--- config.mk ---
export PLATFORM = sky130hd
export DESIGN_NAME = gdr_div
export DESIGN_NICKNAME = d
export VERILOG_FILES = /design/src/hdl/gdr_pkg.sv /design/src/hdl/gdr_div.sv
export SDC_FILE = /design/constraint.sdc
export NUM_CORES = 1
export LEC_CHECK = 0
export BUFFER_PORTS_ARGS = -buffer_cell sky130_fd_sc_hd__buf_2
export CORE_UTILIZATION = 55
export CTS_BUF_LIST = sky130_fd_sc_hd__clkbuf_4
export CTS_CLUSTER_SIZE = 8
export DETAILED_ROUTE_END_ITERATION = 16
export GPL_TIMING_DRIVEN = 0
export PLACE_DENSITY_LB_ADDON = 0.1
export SYNTH_ARGS = -nofsm -noshare
export SYNTH_HDL_FRONTEND = slang
export SYNTH_SLANG_ARGS = --single-unit
export TNS_END_PERCENT = 100
--- constraint.sdc ---
create_clock -name clock -period 3.2 [get_ports clock]
set_input_delay 0.64 -clock clock [delete_from_list [all_inputs] [get_ports clock]]
set_output_delay 0.64 -clock clock [all_outputs]
set_load 0.01 [all_outputs]
--- src/hdl/gdr_pkg.sv ---
// ----------------------------------------------------------------------------
// gdr_pkg: shared types and constants of the grid DDA column raycaster
// Screen and map geometry, divider widths, sequencer states and wall colours.
// ----------------------------------------------------------------------------
package gdr_pkg;

   localparam int SCREEN_WIDTH  = 1600;
   localparam int SCREEN_HEIGHT = 1200;
   localparam int MAP_DIM       = 32;
   localparam int FRAC_BITS     = 16;

   // shared divider: numerator up to 2^32, denominator up to 22 bits
   localparam int DIV_NUM_W = 33;
   localparam int DIV_DEN_W = 22;
   localparam int DIV_CNT_W = 6;

   // (column << 17) / 1600 == (column * CAM_RECIP) >> 17, exact for 12-bit columns
   localparam logic [23:0] CAM_RECIP = 24'd10737419;

   localparam logic [31:0] DIST_SAT   = 32'hFFFF_FFFF;
   localparam logic [6:0]  STEP_LIMIT = 7'(2 * MAP_DIM);
   localparam logic [11:0] LH_CAP     = 12'(2 * SCREEN_HEIGHT);
   localparam logic [11:0] HALF_H     = 12'(SCREEN_HEIGHT / 2);
   localparam logic [11:0] LAST_ROW   = 12'(SCREEN_HEIGHT - 1);
   localparam logic [10:0] HEIGHT_K   = 11'(SCREEN_HEIGHT);

   typedef enum logic [2:0] {
      CSR_POS_X   = 3'd0,
      CSR_POS_Y   = 3'd1,
      CSR_DIR_X   = 3'd2,
      CSR_DIR_Y   = 3'd3,
      CSR_PLANE_X = 3'd4,
      CSR_PLANE_Y = 3'd5
   } csr_index_type;

   typedef enum logic [13:0] {
      ST_CLEAR = 14'b00000000000001,
      ST_IDLE  = 14'b00000000000010,
      ST_CAM   = 14'b00000000000100,
      ST_MUL   = 14'b00000000001000,
      ST_RAY   = 14'b00000000010000,
      ST_SETUP = 14'b00000000100000,
      ST_SDX   = 14'b00000001000000,
      ST_SDY   = 14'b00000010000000,
      ST_DDX   = 14'b00000100000000,
      ST_DDY   = 14'b00001000000000,
      ST_STEP  = 14'b00010000000000,
      ST_CHECK = 14'b00100000000000,
      ST_LH    = 14'b01000000000000,
      ST_FIN   = 14'b10000000000000
   } state_type;

   typedef struct packed {
      logic [7:0] red;
      logic [7:0] green;
      logic [7:0] blue;
   } rgb_type;

   typedef struct packed {
      logic                 start;
      logic [DIV_NUM_W-1:0] num;
      logic [DIV_DEN_W-1:0] den;
   } div_req_type;

   typedef struct packed {
      logic                 done;
      logic [DIV_NUM_W-1:0] quo;
   } div_rsp_type;

   // quotient clamped to the distance range; zero divisor saturates
   function automatic logic [31:0] sat_dist(input logic [DIV_NUM_W-1:0] q,
                                            input logic den_zero);
      logic [31:0] r;
      if (den_zero || q[32]) r = DIST_SAT;
      else                   r = q[31:0];
      return r;
   endfunction

   function automatic rgb_type wall_rgb(input logic [3:0] code, input logic y_side);
      rgb_type c;
      case (code)
         4'd1:    c = '{8'd255, 8'd0,   8'd0};
         4'd2:    c = '{8'd0,   8'd255, 8'd0};
         4'd3:    c = '{8'd0,   8'd0,   8'd255};
         4'd4:    c = '{8'd255, 8'd255, 8'd0};
         default: c = '{8'd255, 8'd0,   8'd255};
      endcase
      if (y_side) begin
         c.red   = c.red   >> 1;
         c.green = c.green >> 1;
         c.blue  = c.blue  >> 1;
      end
      return c;
   endfunction

endpackage

--- src/hdl/gdr_div.sv ---
// ----------------------------------------------------------------------------
// gdr_div: restoring divider
// Unsigned, one quotient bit per cycle; done pulses with the quotient.
// ----------------------------------------------------------------------------
module gdr_div import gdr_pkg::*; (
   input  logic        clock,
   input  logic        reset,
   input  div_req_type div_req,
   output div_rsp_type div_rsp
);

   logic                 busy_ff, busy_in;
   logic                 done_ff, done_in;
   logic [DIV_CNT_W-1:0] cnt_ff, cnt_in;
   logic [DIV_DEN_W-1:0] rem_ff, rem_in;
   logic [DIV_DEN_W-1:0] den_ff, den_in;
   logic [DIV_NUM_W-1:0] quo_ff, quo_in;
   logic [DIV_DEN_W:0]   trial;
   logic [DIV_DEN_W:0]   diff;
   logic                 ge;

   assign trial = {rem_ff, quo_ff[DIV_NUM_W-1]};
   assign diff  = trial - {1'b0, den_ff};
   assign ge    = trial >= {1'b0, den_ff};

   always_comb begin
      busy_in = busy_ff;
      done_in = 1'b0;
      cnt_in  = cnt_ff;
      rem_in  = rem_ff;
      den_in  = den_ff;
      quo_in  = quo_ff;
      if (div_req.start) begin
         busy_in = 1'b1;
         cnt_in  = '0;
         rem_in  = '0;
         den_in  = div_req.den;
         quo_in  = div_req.num;
      end else if (busy_ff) begin
         rem_in = ge ? diff[DIV_DEN_W-1:0] : trial[DIV_DEN_W-1:0];
         quo_in = {quo_ff[DIV_NUM_W-2:0], ge};
         cnt_in = cnt_ff + 1'b1;
         if (cnt_ff == DIV_CNT_W'(DIV_NUM_W - 1)) begin
            busy_in = 1'b0;
            done_in = 1'b1;
         end
      end
   end

   always_ff @(posedge clock) begin
      if (reset) begin
         busy_ff <= 1'b0;
         done_ff <= 1'b0;
         cnt_ff  <= '0;
      end else begin
         busy_ff <= busy_in;
         done_ff <= done_in;
         cnt_ff  <= cnt_in;
      end
      rem_ff <= rem_in;
      den_ff <= den_in;
      quo_ff <= quo_in;
   end

   assign div_rsp.done = done_ff;
   assign div_rsp.quo  = quo_ff;

endmodule

==> results of run 1 <==
## power by group through the flow
stage | Combinational [mW] | Clock, mW | Sequential, mW
finish | 0.445 | 0.678 | 1.30
global placement | 0.437 | 0 | 1.32
global route | 0.496 | 0.734 | 1.31
floorplan | 0.278 | 0 | 1.34
detailed placement | 0.444 | 0 | 1.32
CTS | 0.446 | 0.700 | 1.30
## layout by cell type (no fill, tap or decap), types with 4 or more instances in the layout
cell type,netlist,routed
a32oi_1,5,5
o21ai_0,17,17
xnor2_1,9,9
nand3_1,22,22
buf_2,5,96
nor3_1,8,8
edfxtp_1,55,55
nand4_1,5,5
ha_1,24,24
a21o_1,6,6
mux2_2,33,33
nor2_1,31,31
mux2i_1,7,7
inv_1,30,30
dfxtp_1,30,30
buf_1,5,5
a21oi_1,34,34
clkbuf_4,0,9
a311oi_1,5,5
clkbuf_1,9,9
xor2_1,11,11
o311ai_0,4,4
nand2_1,43,43
## registers in the layout (all words and copies together), names as in the netlist
register  cells
done_ff       1
quo_ff       33
den_ff       22
rem_ff       22
busy_ff       1
cnt_ff        6
## area by class of cell
class	instances	area share
Buffer	22	0.0185
Timing Repair Buffer	91	0.0843
Tap cell	105	0.0243
Clock buffer	9	0.0125
Inverter	30	0.0208
Multi-Input combinational cell	313	0.406
Clock inverter	7	0.0164
Sequential cell	85	0.417
## path summary, 6_finish.rpt
kind / from / to / slack, ps / cells after the start
hold reg to reg: rem_ff[6] / rem_ff[7] / 500 / 2
hold / removal: reset / busy_ff / 350 / 2
setup / recovery: rem_ff[18] / quo_ff[0] / 350 / 9
setup reg to reg: rem_ff[18] / quo_ff[0] / 350 / 9
## metal layers
| metal | up-vias | routed length [um] |
|---|---|---|
| met5 | - | 0 |
| met3 | 18 | 501 |
| met2 | 101 | 4670 |
| met4 | 0 | 212 |
| met1 | 1759 | 4510 |
| li1 | 1864 | - |
## through the flow
step	hold slack, ps	util	area, um2	setup WS, ps	std cells
after floorplan	443	-	4660	728	450
after global placement	471	0.638	5250	-56.5	646
after global routing	318	0.658	5400	59.5	662
after CTS	326	0.658	5400	348	662
after detailed placement	485	0.638	5250	-83.6	646
final	346	0.658	5400	348	662
## logic make-up (layout without fill, tap and decap cells)
group,after synthesis,after routing,share of synthesized area
AOI/OAI and AO/OA,100,100,0.141
DFF,85,85,0.483
muxes,40,40,0.0948
xor gates and xnor gates,20,20,0.0376
and+or+nand+nor,128,128,0.129
buffers and inverters,52,159,0.0456
adders and majority gates,25,25,0.0687
==> run summary, run 1 <==
===========================================================================================
Fraction of power consumed by the clock network                                       0.280
Placeable core region                                                              8220 um2
Static leakage power                                                                2.26 nW
Path category of the worst min-delay check                                     primary input to flip-flop
Biggest area contributors in the synthesized netlist                           edfxtp_1 35%, dfxtp_1 13%, mux2_2 8.0%
Routed via count                                                                       3742
Post-synthesis cell count                                                               450
Drt wl/cell                                                                         14.9 um
Unrepaired setup endpoints after global routing                                          no
Final Setup Violations                                                                    0
Multi-input gate area in the final layout                                          2190 um2
Cts-stage hold buffer count                                                               0
Series of cell instances along the critical path                               ha_1, and3_1, buf_4, a22oi_1, a21oi_1, nor4_1, o21ai_2, buf_4, mux2_2
Worst Path Buf+Inv                                                                        2
Post-synthesis sequential area ratio                                                  0.483
Master cell of the clock root buffer                                               clkbuf_4
CP Launch Type                                                                    flip-flop
Max Clk Rate                                                                        351 MHz
Initial Util                                                                          0.567
Share of the clock period used by the worst path after layout                         0.891
Clock buffers created by TritonCTS                                                        9
Final Slew Violations                                                                     0
Area added between synthesis and finish                                               16.0%
Die span in y                                                                       94.0 um
Global-route met2 utilization                                                         0.398
Met1 GRT Util                                                                         0.298
HPWL Detailed                                                                       7.30 mm
Global-route total usage across every layer                                           0.239
Final Hold Fails                                                                          0
Clock insertion delay at the later pin of the skew report                            440 ps
Max incr delay on CP                                                                 390 ps
Total of max-cap violations                                                               0
Gates resized, CTS repair                                                                 0
Count of nets after finishing                                                           635
Residual overflow from global routing                                                     0
Global placer's final weighted congestion                                             0.901
Post-CTS setup repair buffer count                                                        0
GR peak layer                                                                          met2
GR Util met3                                                                         0.0615
First-pass GRT wire length                                                          16.3 mm
Family with the most delay on the worst path                                   simple AND/OR/NAND/NOR gates
Power consumption                                                                   2.42 mW
Port Buffers                                                                             91
Share of post-route cells with drive strength above 1                                 0.275
Vias in the first global route                                                         3657
Seq pwr share                                                                         0.536
Setup TNS                                                                              0 ps
Detailed-route DRC error count                                                            0
Relative slew slack                                                                   0.180
# diodes                                                                                  0
Footprint of the flip-flops and latches                                            2250 um2
Fraction of power spent switching nets                                                0.270
Combinational fraction of design power                                                0.184
Post-Synthesis Cell Area                                                           4660 um2
Area of the die                                                                    8840 um2
Number of design-rule violations left by the first detailed-router iteration            142
Standard-cell row count                                                                  33
Worst-path fanout max                                                                    10
Critical-path top delay cell                                                           ha_1
Netlist cell types                                                                       55
Arrival time of the worst setup path                                                3040 ps
PD cells                                                                         448 nW/um2
Type of the worst setup path                                                   flip-flop to flip-flop
Number of I/O pins                                                                       92
Most frequent cells after synthesis                                            55 x edfxtp_1, 43 x nand2_1, 34 x a21oi_1
Number of synthesized flops with an enable pin                                           55
Switching power summed over all nets                                               0.653 mW
Post-synthesis net count                                                                533
Detailed-route wire length                                                          9.90 mm
TritonCTS Sinks                                                                          85
CTS tree                                                                               done
H-tree depth reported by CTS                                                              3
Async set-reset flop share out of synthesis                                               0
Internal power of the cells                                                         1.77 mW
Maximum number of pins on one net before global-route repair                             35
Seq cells post-synth                                                                     85
TritonRoute pass-1 iters                                                                  5
Number of warnings printed during yosys synthesis                                         0
Detailed-route vias per instance                                                       5.65
Post-layout minimum cycle time                                                      2850 ps
Number of buffers on the longest clock path                                               2
Final setup skew                                                                    21.6 ps
Post-Syn Area per Cell                                                             10.4 um2
Antenna Nets Post-Route                                                                   0
Status                                                                         finished clean
Max VDD drop                                                                     0.000299 V
Top flip-flop cell by instance count after synthesis                               edfxtp_1
Portion of synthesized cell area occupied by the leading cell type                    0.354
Fill cell instance count of the final layout                                            716
Crit end category                                                                 flip-flop
Data required time of the worst path                                                3390 ps
CTS clock-pin slew for the worst setup and hold paths                                140 ps
Most common cell in the netlist                                                    edfxtp_1
Transition time of the tightest slew-check pin                                      1230 ps
Dominant cell type by area after synthesis                                         edfxtp_1
Most prevalent standard cell on the critical path                                     buf_4
Die W                                                                               94.0 um
Initial antenna violation count                                                           0
===========================================================================================
No activity file was read; power rests on OpenSTA's default activity.
==> inputs of run 2 (changes only) <==
--- a/config.mk
+++ b/config.mk
@@ -6,10 +6,11 @@
 export NUM_CORES = 1
 export LEC_CHECK = 0
 export BUFFER_PORTS_ARGS = -buffer_cell sky130_fd_sc_hd__buf_2
-export CORE_UTILIZATION = 55
+export CORE_UTILIZATION = 52
 export CTS_BUF_LIST = sky130_fd_sc_hd__clkbuf_4
 export CTS_CLUSTER_SIZE = 8
 export DETAILED_ROUTE_END_ITERATION = 16
+export GPL_ROUTABILITY_DRIVEN = 0
 export GPL_TIMING_DRIVEN = 0
 export PLACE_DENSITY_LB_ADDON = 0.1
 export SYNTH_ARGS = -nofsm -noshare
==> constraint.sdc (replaced) <==
create_clock -name clock -period 2.5 [get_ports clock]
set_input_delay 0.5 -clock clock [delete_from_list [all_inputs] [get_ports clock]]
set_output_delay 0.5 -clock clock [all_outputs]
set_load 0.01 [all_outputs]
==> run summary, run 2 (synthesis gave the netlist of run 1 again) <==
===========================================================================================
Standard-cell row count                                                                  34   +3.0%
Final setup slack of the worst path                                                -7.02 ps   -355 ps
CTS clock-pin slew for the worst setup and hold paths                                150 ps   about the same
Detailed-route DRC error count                                                            0   unchanged
Routed via count                                                                       3969   +6.1%
Die W                                                                               96.7 um   +2.8%
Type of the worst setup path                                                   flip-flop to flip-flop
Port Buffers                                                                             91   unchanged
Setup slack, reg-to-reg                                                               -7 ps   -360 ps
Final Slew Violations                                                                     0   unchanged
Worst R2R Path Depth                                                                     10   +1
Violations in the final reports                                                setup timing
Number of buffers on the longest clock path                                               2   unchanged
Global-route total usage across every layer                                           0.227   -0.0113
Hold_ws                                                                              206 ps   -140 ps
Setup TNS                                                                          -9.18 ps   -9.18 ps
Final setup skew                                                                    28.8 ps   +7.20 ps
Clock insertion delay at the later pin of the skew report                            450 ps   about the same
Clock buffers created by TritonCTS                                                        9   unchanged
Vias in the first global route                                                         3741   +2.3%
Count of nets after finishing                                                           652   +2.7%
Leading cell types in the layout, fill and taps excluded                       93 x buf_2, 55 x edfxtp_1, 40 x nand2_1, 33 x mux2_2
Crit end category                                                                 flip-flop
PD cells                                                                         550 nW/um2   +23%
CP Launch Type                                                                    flip-flop
Worst reg2reg path endpoint                                                      rem_ff[20]
TritonCTS Sinks                                                                          85   unchanged
Residual overflow from global routing                                                     0   unchanged
Non-Filler Cell Area, Final                                                        6010 um2   +11%
Initial antenna violation count                                                           0   unchanged
Beginning of the critical path                                                    den_ff[5]
H-tree depth reported by CTS                                                              3   unchanged
Unrepaired setup endpoints after global routing                                         yes
Drt wl/cell                                                                         16.1 um   +7.4%
Initial Util                                                                          0.537   -0.0302
Maximum number of pins on one net before global-route repair                             35   unchanged
Final Hold Fails                                                                          0   unchanged
Number of design-rule violations left by the first detailed-router iteration            192   +35%
Static leakage power                                                                2.42 nW   +6.9%
Final Setup Violations                                                                    2   +2
First-pass GRT wire length                                                          17.2 mm   +5.5%
Share of the clock period used by the worst path after layout                          1.00   +0.112
Share of post-route cells with drive strength above 1                                 0.408   +0.133
Worst-path fanout max                                                                     5   -5
CTS tree                                                                               done
Area of the die                                                                    9340 um2   +5.6%
Status                                                                         finished, violations left
HPWL Detailed                                                                       7.41 mm   +1.5%
Commonest non-fill, non-tap cell in the layout                                        buf_2
Relative slew slack                                                                   0.502   +0.322
Largest register FFs                                                                     33   unchanged
Data required time of the worst path                                                2890 ps   -500 ps
Die span in y                                                                       96.7 um   +2.8%
Number of I/O pins                                                                       92   unchanged
Antenna Nets Post-Route                                                                   0   unchanged
Path category of the worst min-delay check                                     primary input to flip-flop
Placeable core region                                                              8680 um2   +5.6%
Detailed-route vias per instance                                                       5.82   +3.0%
# diodes                                                                                  0   unchanged
Registers with the highest flip-flop counts                                    quo_ff (33), den_ff (22), rem_ff (22)
Master cell of the clock root buffer                                               clkbuf_4
Register containing the most flip-flops in the final layout                          quo_ff
Max VDD drop                                                                     0.000306 V   +2.3%
DP Area                                                                            5250 um2   about the same
Worst reg2reg path startpoint                                                     den_ff[5]
Max Clk Rate                                                                        399 MHz   +14%
Post-layout minimum cycle time                                                      2510 ps   -345 ps
Endpoint of the most critical setup path                                         rem_ff[20]
Arrival time of the worst setup path                                                2900 ps   -140 ps
Total of max-cap violations                                                               0   unchanged
Transition time of the tightest slew-check pin                                       746 ps   -483 ps
Area added between synthesis and finish                                               29.0%
Detailed-route wire length                                                          10.9 mm   +11%
TritonRoute pass-1 iters                                                                  5   unchanged
===========================================================================================
run 2: cell count changes in the layout (fill, tap and decap cells not counted), moves of 5 or more:
| cell | previous run | this run |
|---|---|---|
| inv_1 | 30 | 24 |
| a21oi_2 | 0 | 8 |
| a21oi_1 | 34 | 26 |
| buf_6 | 0 | 6 |
| inv_2 | 0 | 5 |
| ha_1 | 24 | 9 |
| buf_4 | 3 | 17 |
| ha_4 | 0 | 14 |
run 2: worst min path at each step:
stage               slack [ps]  cells past startpoint         end        start
floorplan                  440                      2     done_ff    cnt_ff[5]
finish                     210                      2     busy_ff        reset
detailed placement         480                      2   rem_ff[1]    rem_ff[1]
global route               170                      1  den_ff[16]  div_req[16]
global placement           470                      2   cnt_ff[5]    cnt_ff[5]
CTS                        190                      1   den_ff[2]   div_req[2]
run 2: where the power goes:
group	switching [mW]	internal, mW
logic	0.379	0.318
clock network	0.521	0.421
registers	0.0538	1.61
total	0.954	2.35
run 2: routing by layer:
layer / part of all wire / global-route usage
met2: 0.46 / 0.366
met1: 0.45 / 0.303
met3: 0.064 / 0.0462
met4: 0.026 / 0.0861
met5: 0 / 0
run 2: layout make-up:
type | count | area (um2)
clock buffer | 9 | 67.6
fill | 690 | 2670
buffer | 20 | 126
clock inverter | 7 | 108
timing repair buffer | 110 | 613
sequential | 85 | 2250
inverter | 30 | 116
multi-input combinational | 313 | 2590
tap | 108 | 135
run 2: what timing repair did:
| item | CTS | global route |
|---|---|---|
| pin swaps | 11 | 17 |
| gates cloned | 0 | 0 |
| gates resized for setup | 33 | 61 |
| hold buffers | 0 | 0 |
| setup buffers | 14 | 5 |
| setup endpoints to repair | 55 | 22 |
run 2: per-stage QoR:
step	power [mW]	instances	utilization	worst slack, ps
after floorplan	2.07	450	-	28.5
after global placement	2.25	649	0.605	-607
after detailed placement	2.27	649	0.605	-690
after CTS	3.24	678	0.655	0.438
after global routing	3.46	682	0.693	-83.8
final	3.31	682	0.693	-7.02
run 2: worst max-delay path: stages (launching register included):
cell      delay [ps]
edfxtp_1         360
inv_2             50
ha_4             260
buf_6            100
nand4_1          160
or4_4            480
nor3_4           170
nor4_4            70
o21a_4           140
or4_4            540
o21ai_2          120
==> inputs of run 3 (changes only) <==
--- a/config.mk
+++ b/config.mk
@@ -6,7 +6,7 @@
 export NUM_CORES = 1
 export LEC_CHECK = 0
 export BUFFER_PORTS_ARGS = -buffer_cell sky130_fd_sc_hd__buf_2
-export CORE_UTILIZATION = 52
+export CORE_UTILIZATION = 35
 export CTS_BUF_LIST = sky130_fd_sc_hd__clkbuf_4
 export CTS_CLUSTER_SIZE = 8
 export DETAILED_ROUTE_END_ITERATION = 16
==> constraint.sdc (replaced) <==
create_clock -name clock -period 3.1 [get_ports clock]
set_input_delay 0.62 -clock clock [delete_from_list [all_inputs] [get_ports clock]]
set_output_delay 0.62 -clock clock [all_outputs]
set_load 0.01 [all_outputs]
==> run summary, run 3 (synthesis gave the netlist of run 1 again) <==
===========================================================================================
Status                                                                         finished clean
Routed via count                                                                       3700   -6.8%
Family with the most delay on the worst path                                   simple AND/OR/NAND/NOR gates
Share of the clock period used by the worst path after layout                         0.925   -0.0780
Static leakage power                                                                2.26 nW   -6.9%
Unrepaired setup endpoints after global routing                                          no
Post-CTS setup repair buffer count                                                        0   -14
DP Area                                                                            5330 um2   +1.5%
Final Slew Violations                                                                     0   unchanged
Final Hold Fails                                                                          0   unchanged
Worst Path Buf+Inv                                                                        2   unchanged
Data required time of the worst path                                                3340 ps   +450 ps
Number of buffers on the longest clock path                                               2   unchanged
Largest register FFs                                                                     33   unchanged
Hold_ws                                                                              295 ps   +88.5 ps
TritonCTS Sinks                                                                          85   unchanged
Die W                                                                                117 um   +21%
Cts-stage hold buffer count                                                               0   unchanged
Master cell of the clock root buffer                                               clkbuf_4
CP Launch Type                                                                    flip-flop
Count of non-filler cells in the finished layout                                        731   +7.2%
CTS clock-pin slew for the worst setup and hold paths                                150 ps   about the same
Initial antenna violation count                                                           1   +1
Post-layout minimum cycle time                                                      2870 ps   +360 ps
H-tree depth reported by CTS                                                              3   unchanged
Global-route total usage across every layer                                           0.169   -0.0582
Non-Filler Cell Area, Final                                                        5470 um2   -9.0%
Die span in y                                                                        117 um   +21%
Series of cell instances along the critical path                               ha_1, and3_1, buf_4, a22oi_1, a21oi_1, nor4_1, o21ai_2, buf_4, mux2_2
Transition time of the tightest slew-check pin                                       603 ps   -143 ps
Maximum number of pins on one net before global-route repair                             35   unchanged
Clock insertion delay at the later pin of the skew report                            480 ps   +30 ps
TritonRoute pass-1 iters                                                                  4   -1
Max Clk Rate                                                                        349 MHz   -13%
Vias in the first global route                                                         3747   +0.16%
Final setup skew                                                                    16.1 ps   -12.7 ps
Most prevalent standard cell on the critical path                                     buf_4
Worst-path fanout max                                                                    10   +5
Total of max-cap violations                                                               0   unchanged
Registers with the highest flip-flop counts                                    quo_ff (33), den_ff (22), rem_ff (22)
Critical-path top delay cell                                                           ha_1
Detailed-route vias per instance                                                       5.06   -13%
Max incr delay on CP                                                                 420 ps   -120 ps
Arrival time of the worst setup path                                                3110 ps   +210 ps
First-pass GRT wire length                                                          18.4 mm   +6.7%
CTS tree                                                                               done
Area added between synthesis and finish                                               17.4%
Register containing the most flip-flops in the final layout                          quo_ff
Cell total after placement                                                              713   +9.9%
Leading cell types in the layout, fill and taps excluded                       96 x buf_2, 55 x edfxtp_1, 43 x nand2_1, 34 x a21oi_1, 33 x mux2_2
PD cells                                                                         437 nW/um2   -21%
Crit end category                                                                 flip-flop
Drt wl/cell                                                                         15.1 um   -6.0%
Type of the worst setup path                                                   flip-flop to flip-flop
Final Setup Violations                                                                    0   -2
Initial Util                                                                          0.363   -0.174
HPWL Detailed                                                                       8.16 mm   +10%
Residual overflow from global routing                                                     0   unchanged
Detailed-route wire length                                                          11.0 mm   +0.70%
Fill cell instance count of the final layout                                           1310   +90%
Count of nets after finishing                                                           636   -2.5%
Clock buffers created by TritonCTS                                                        9   unchanged
Commonest non-fill, non-tap cell in the layout                                        buf_2
Placeable core region                                                             12800 um2   +48%
Path category of the worst min-delay check                                     primary input to flip-flop
Area of the die                                                                   13800 um2   +47%
Number of design-rule violations left by the first detailed-router iteration            183   -4.7%
Final core utilization                                                                0.427   -0.266
Relative slew slack                                                                   0.597   +0.0950
Standard-cell row count                                                                  41   +21%
Detailed-route DRC error count                                                            0   unchanged
Number of I/O pins                                                                       92   unchanged
Port Buffers                                                                             91   unchanged
Setup TNS                                                                              0 ps   +9.18 ps
Max VDD drop                                                                     0.000314 V   +2.8%
Share of post-route cells with drive strength above 1                                 0.281   -0.126
Antenna Nets Post-Route                                                                   0   unchanged
===========================================================================================
-- run 3: changes by cell type in the layout (fill, tap and decap cells not counted), moves of 5 or more --
cell and delta:
a21oi_2 -8, inv_1 +5, buf_6 -6, buf_4 -14
ha_4 -14, inv_2 -5, a21oi_1 +8, ha_1 +15
-- run 3: cell type report --
| type | instances | area, um2 | area share |
|---|---|---|---|
| tap | 172 | 215 | 0.0393 |
| buffer | 22 | 101 | 0.0185 |
| multi-input combinational | 313 | 2190 | 0.401 |
| sequential | 85 | 2250 | 0.412 |
| inverter | 30 | 113 | 0.0206 |
| clock buffer | 9 | 67.6 | 0.0124 |
| antenna | 1 | 2.50 | 0.000457 |
| timing repair buffer | 92 | 475 | 0.0869 |
| clock inverter | 7 | 48.8 | 0.00892 |
-- run 3: worst paths after layout --
check | from | slack, ps | to | depth (start not counted)
worst max-delay path | rem_ff[16] | 230 | quo_ff[0] | 9
worst max register to register | rem_ff[16] | 230 | quo_ff[0] | 9
worst min register to register | cnt_ff[5] | 500 | done_ff | 2
worst min-delay path | div_req[1] | 290 | den_ff[1] | 1
-- run 3: layer usage --
metal	GRT usage	vias up	wire [um]
li1	-	1869	-
met1	0.213	1719	5130
met2	0.271	103	5120
met3	0.0603	9	588
met4	0.0495	0	186
met5	0	-	0
-- run 3: what timing repair did --
action	CTS	global route
resized for setup	0	2
endpoints found under the hold margin	0	0
endpoints found under the setup margin	0	3
-- run 3: report_power, final --
group	switching (mW)	total, mW	internal, mW
Sequential	0.0390	1.34	1.30
Combinational	0.266	0.470	0.204
Clock	0.415	0.581	0.166
-- run 3: worst reg2reg max path, cell delays in order, from the launching register on --
cell and delay [ps]:
dfxtp_1 360, ha_1 420, and3_1 190, buf_4 150, a22oi_1 150, a21oi_1 100, nor4_1 410, o21ai_2 280
buf_4 280, mux2_2 270
-- run 3: per-stage QoR --
stage	worst slack (ps)	power [mW]
after global routing	18.6	2.54
after global placement	-275	1.83
final	233	2.39
after floorplan	628	1.67
after detailed placement	-322	1.83
after CTS	195	2.43
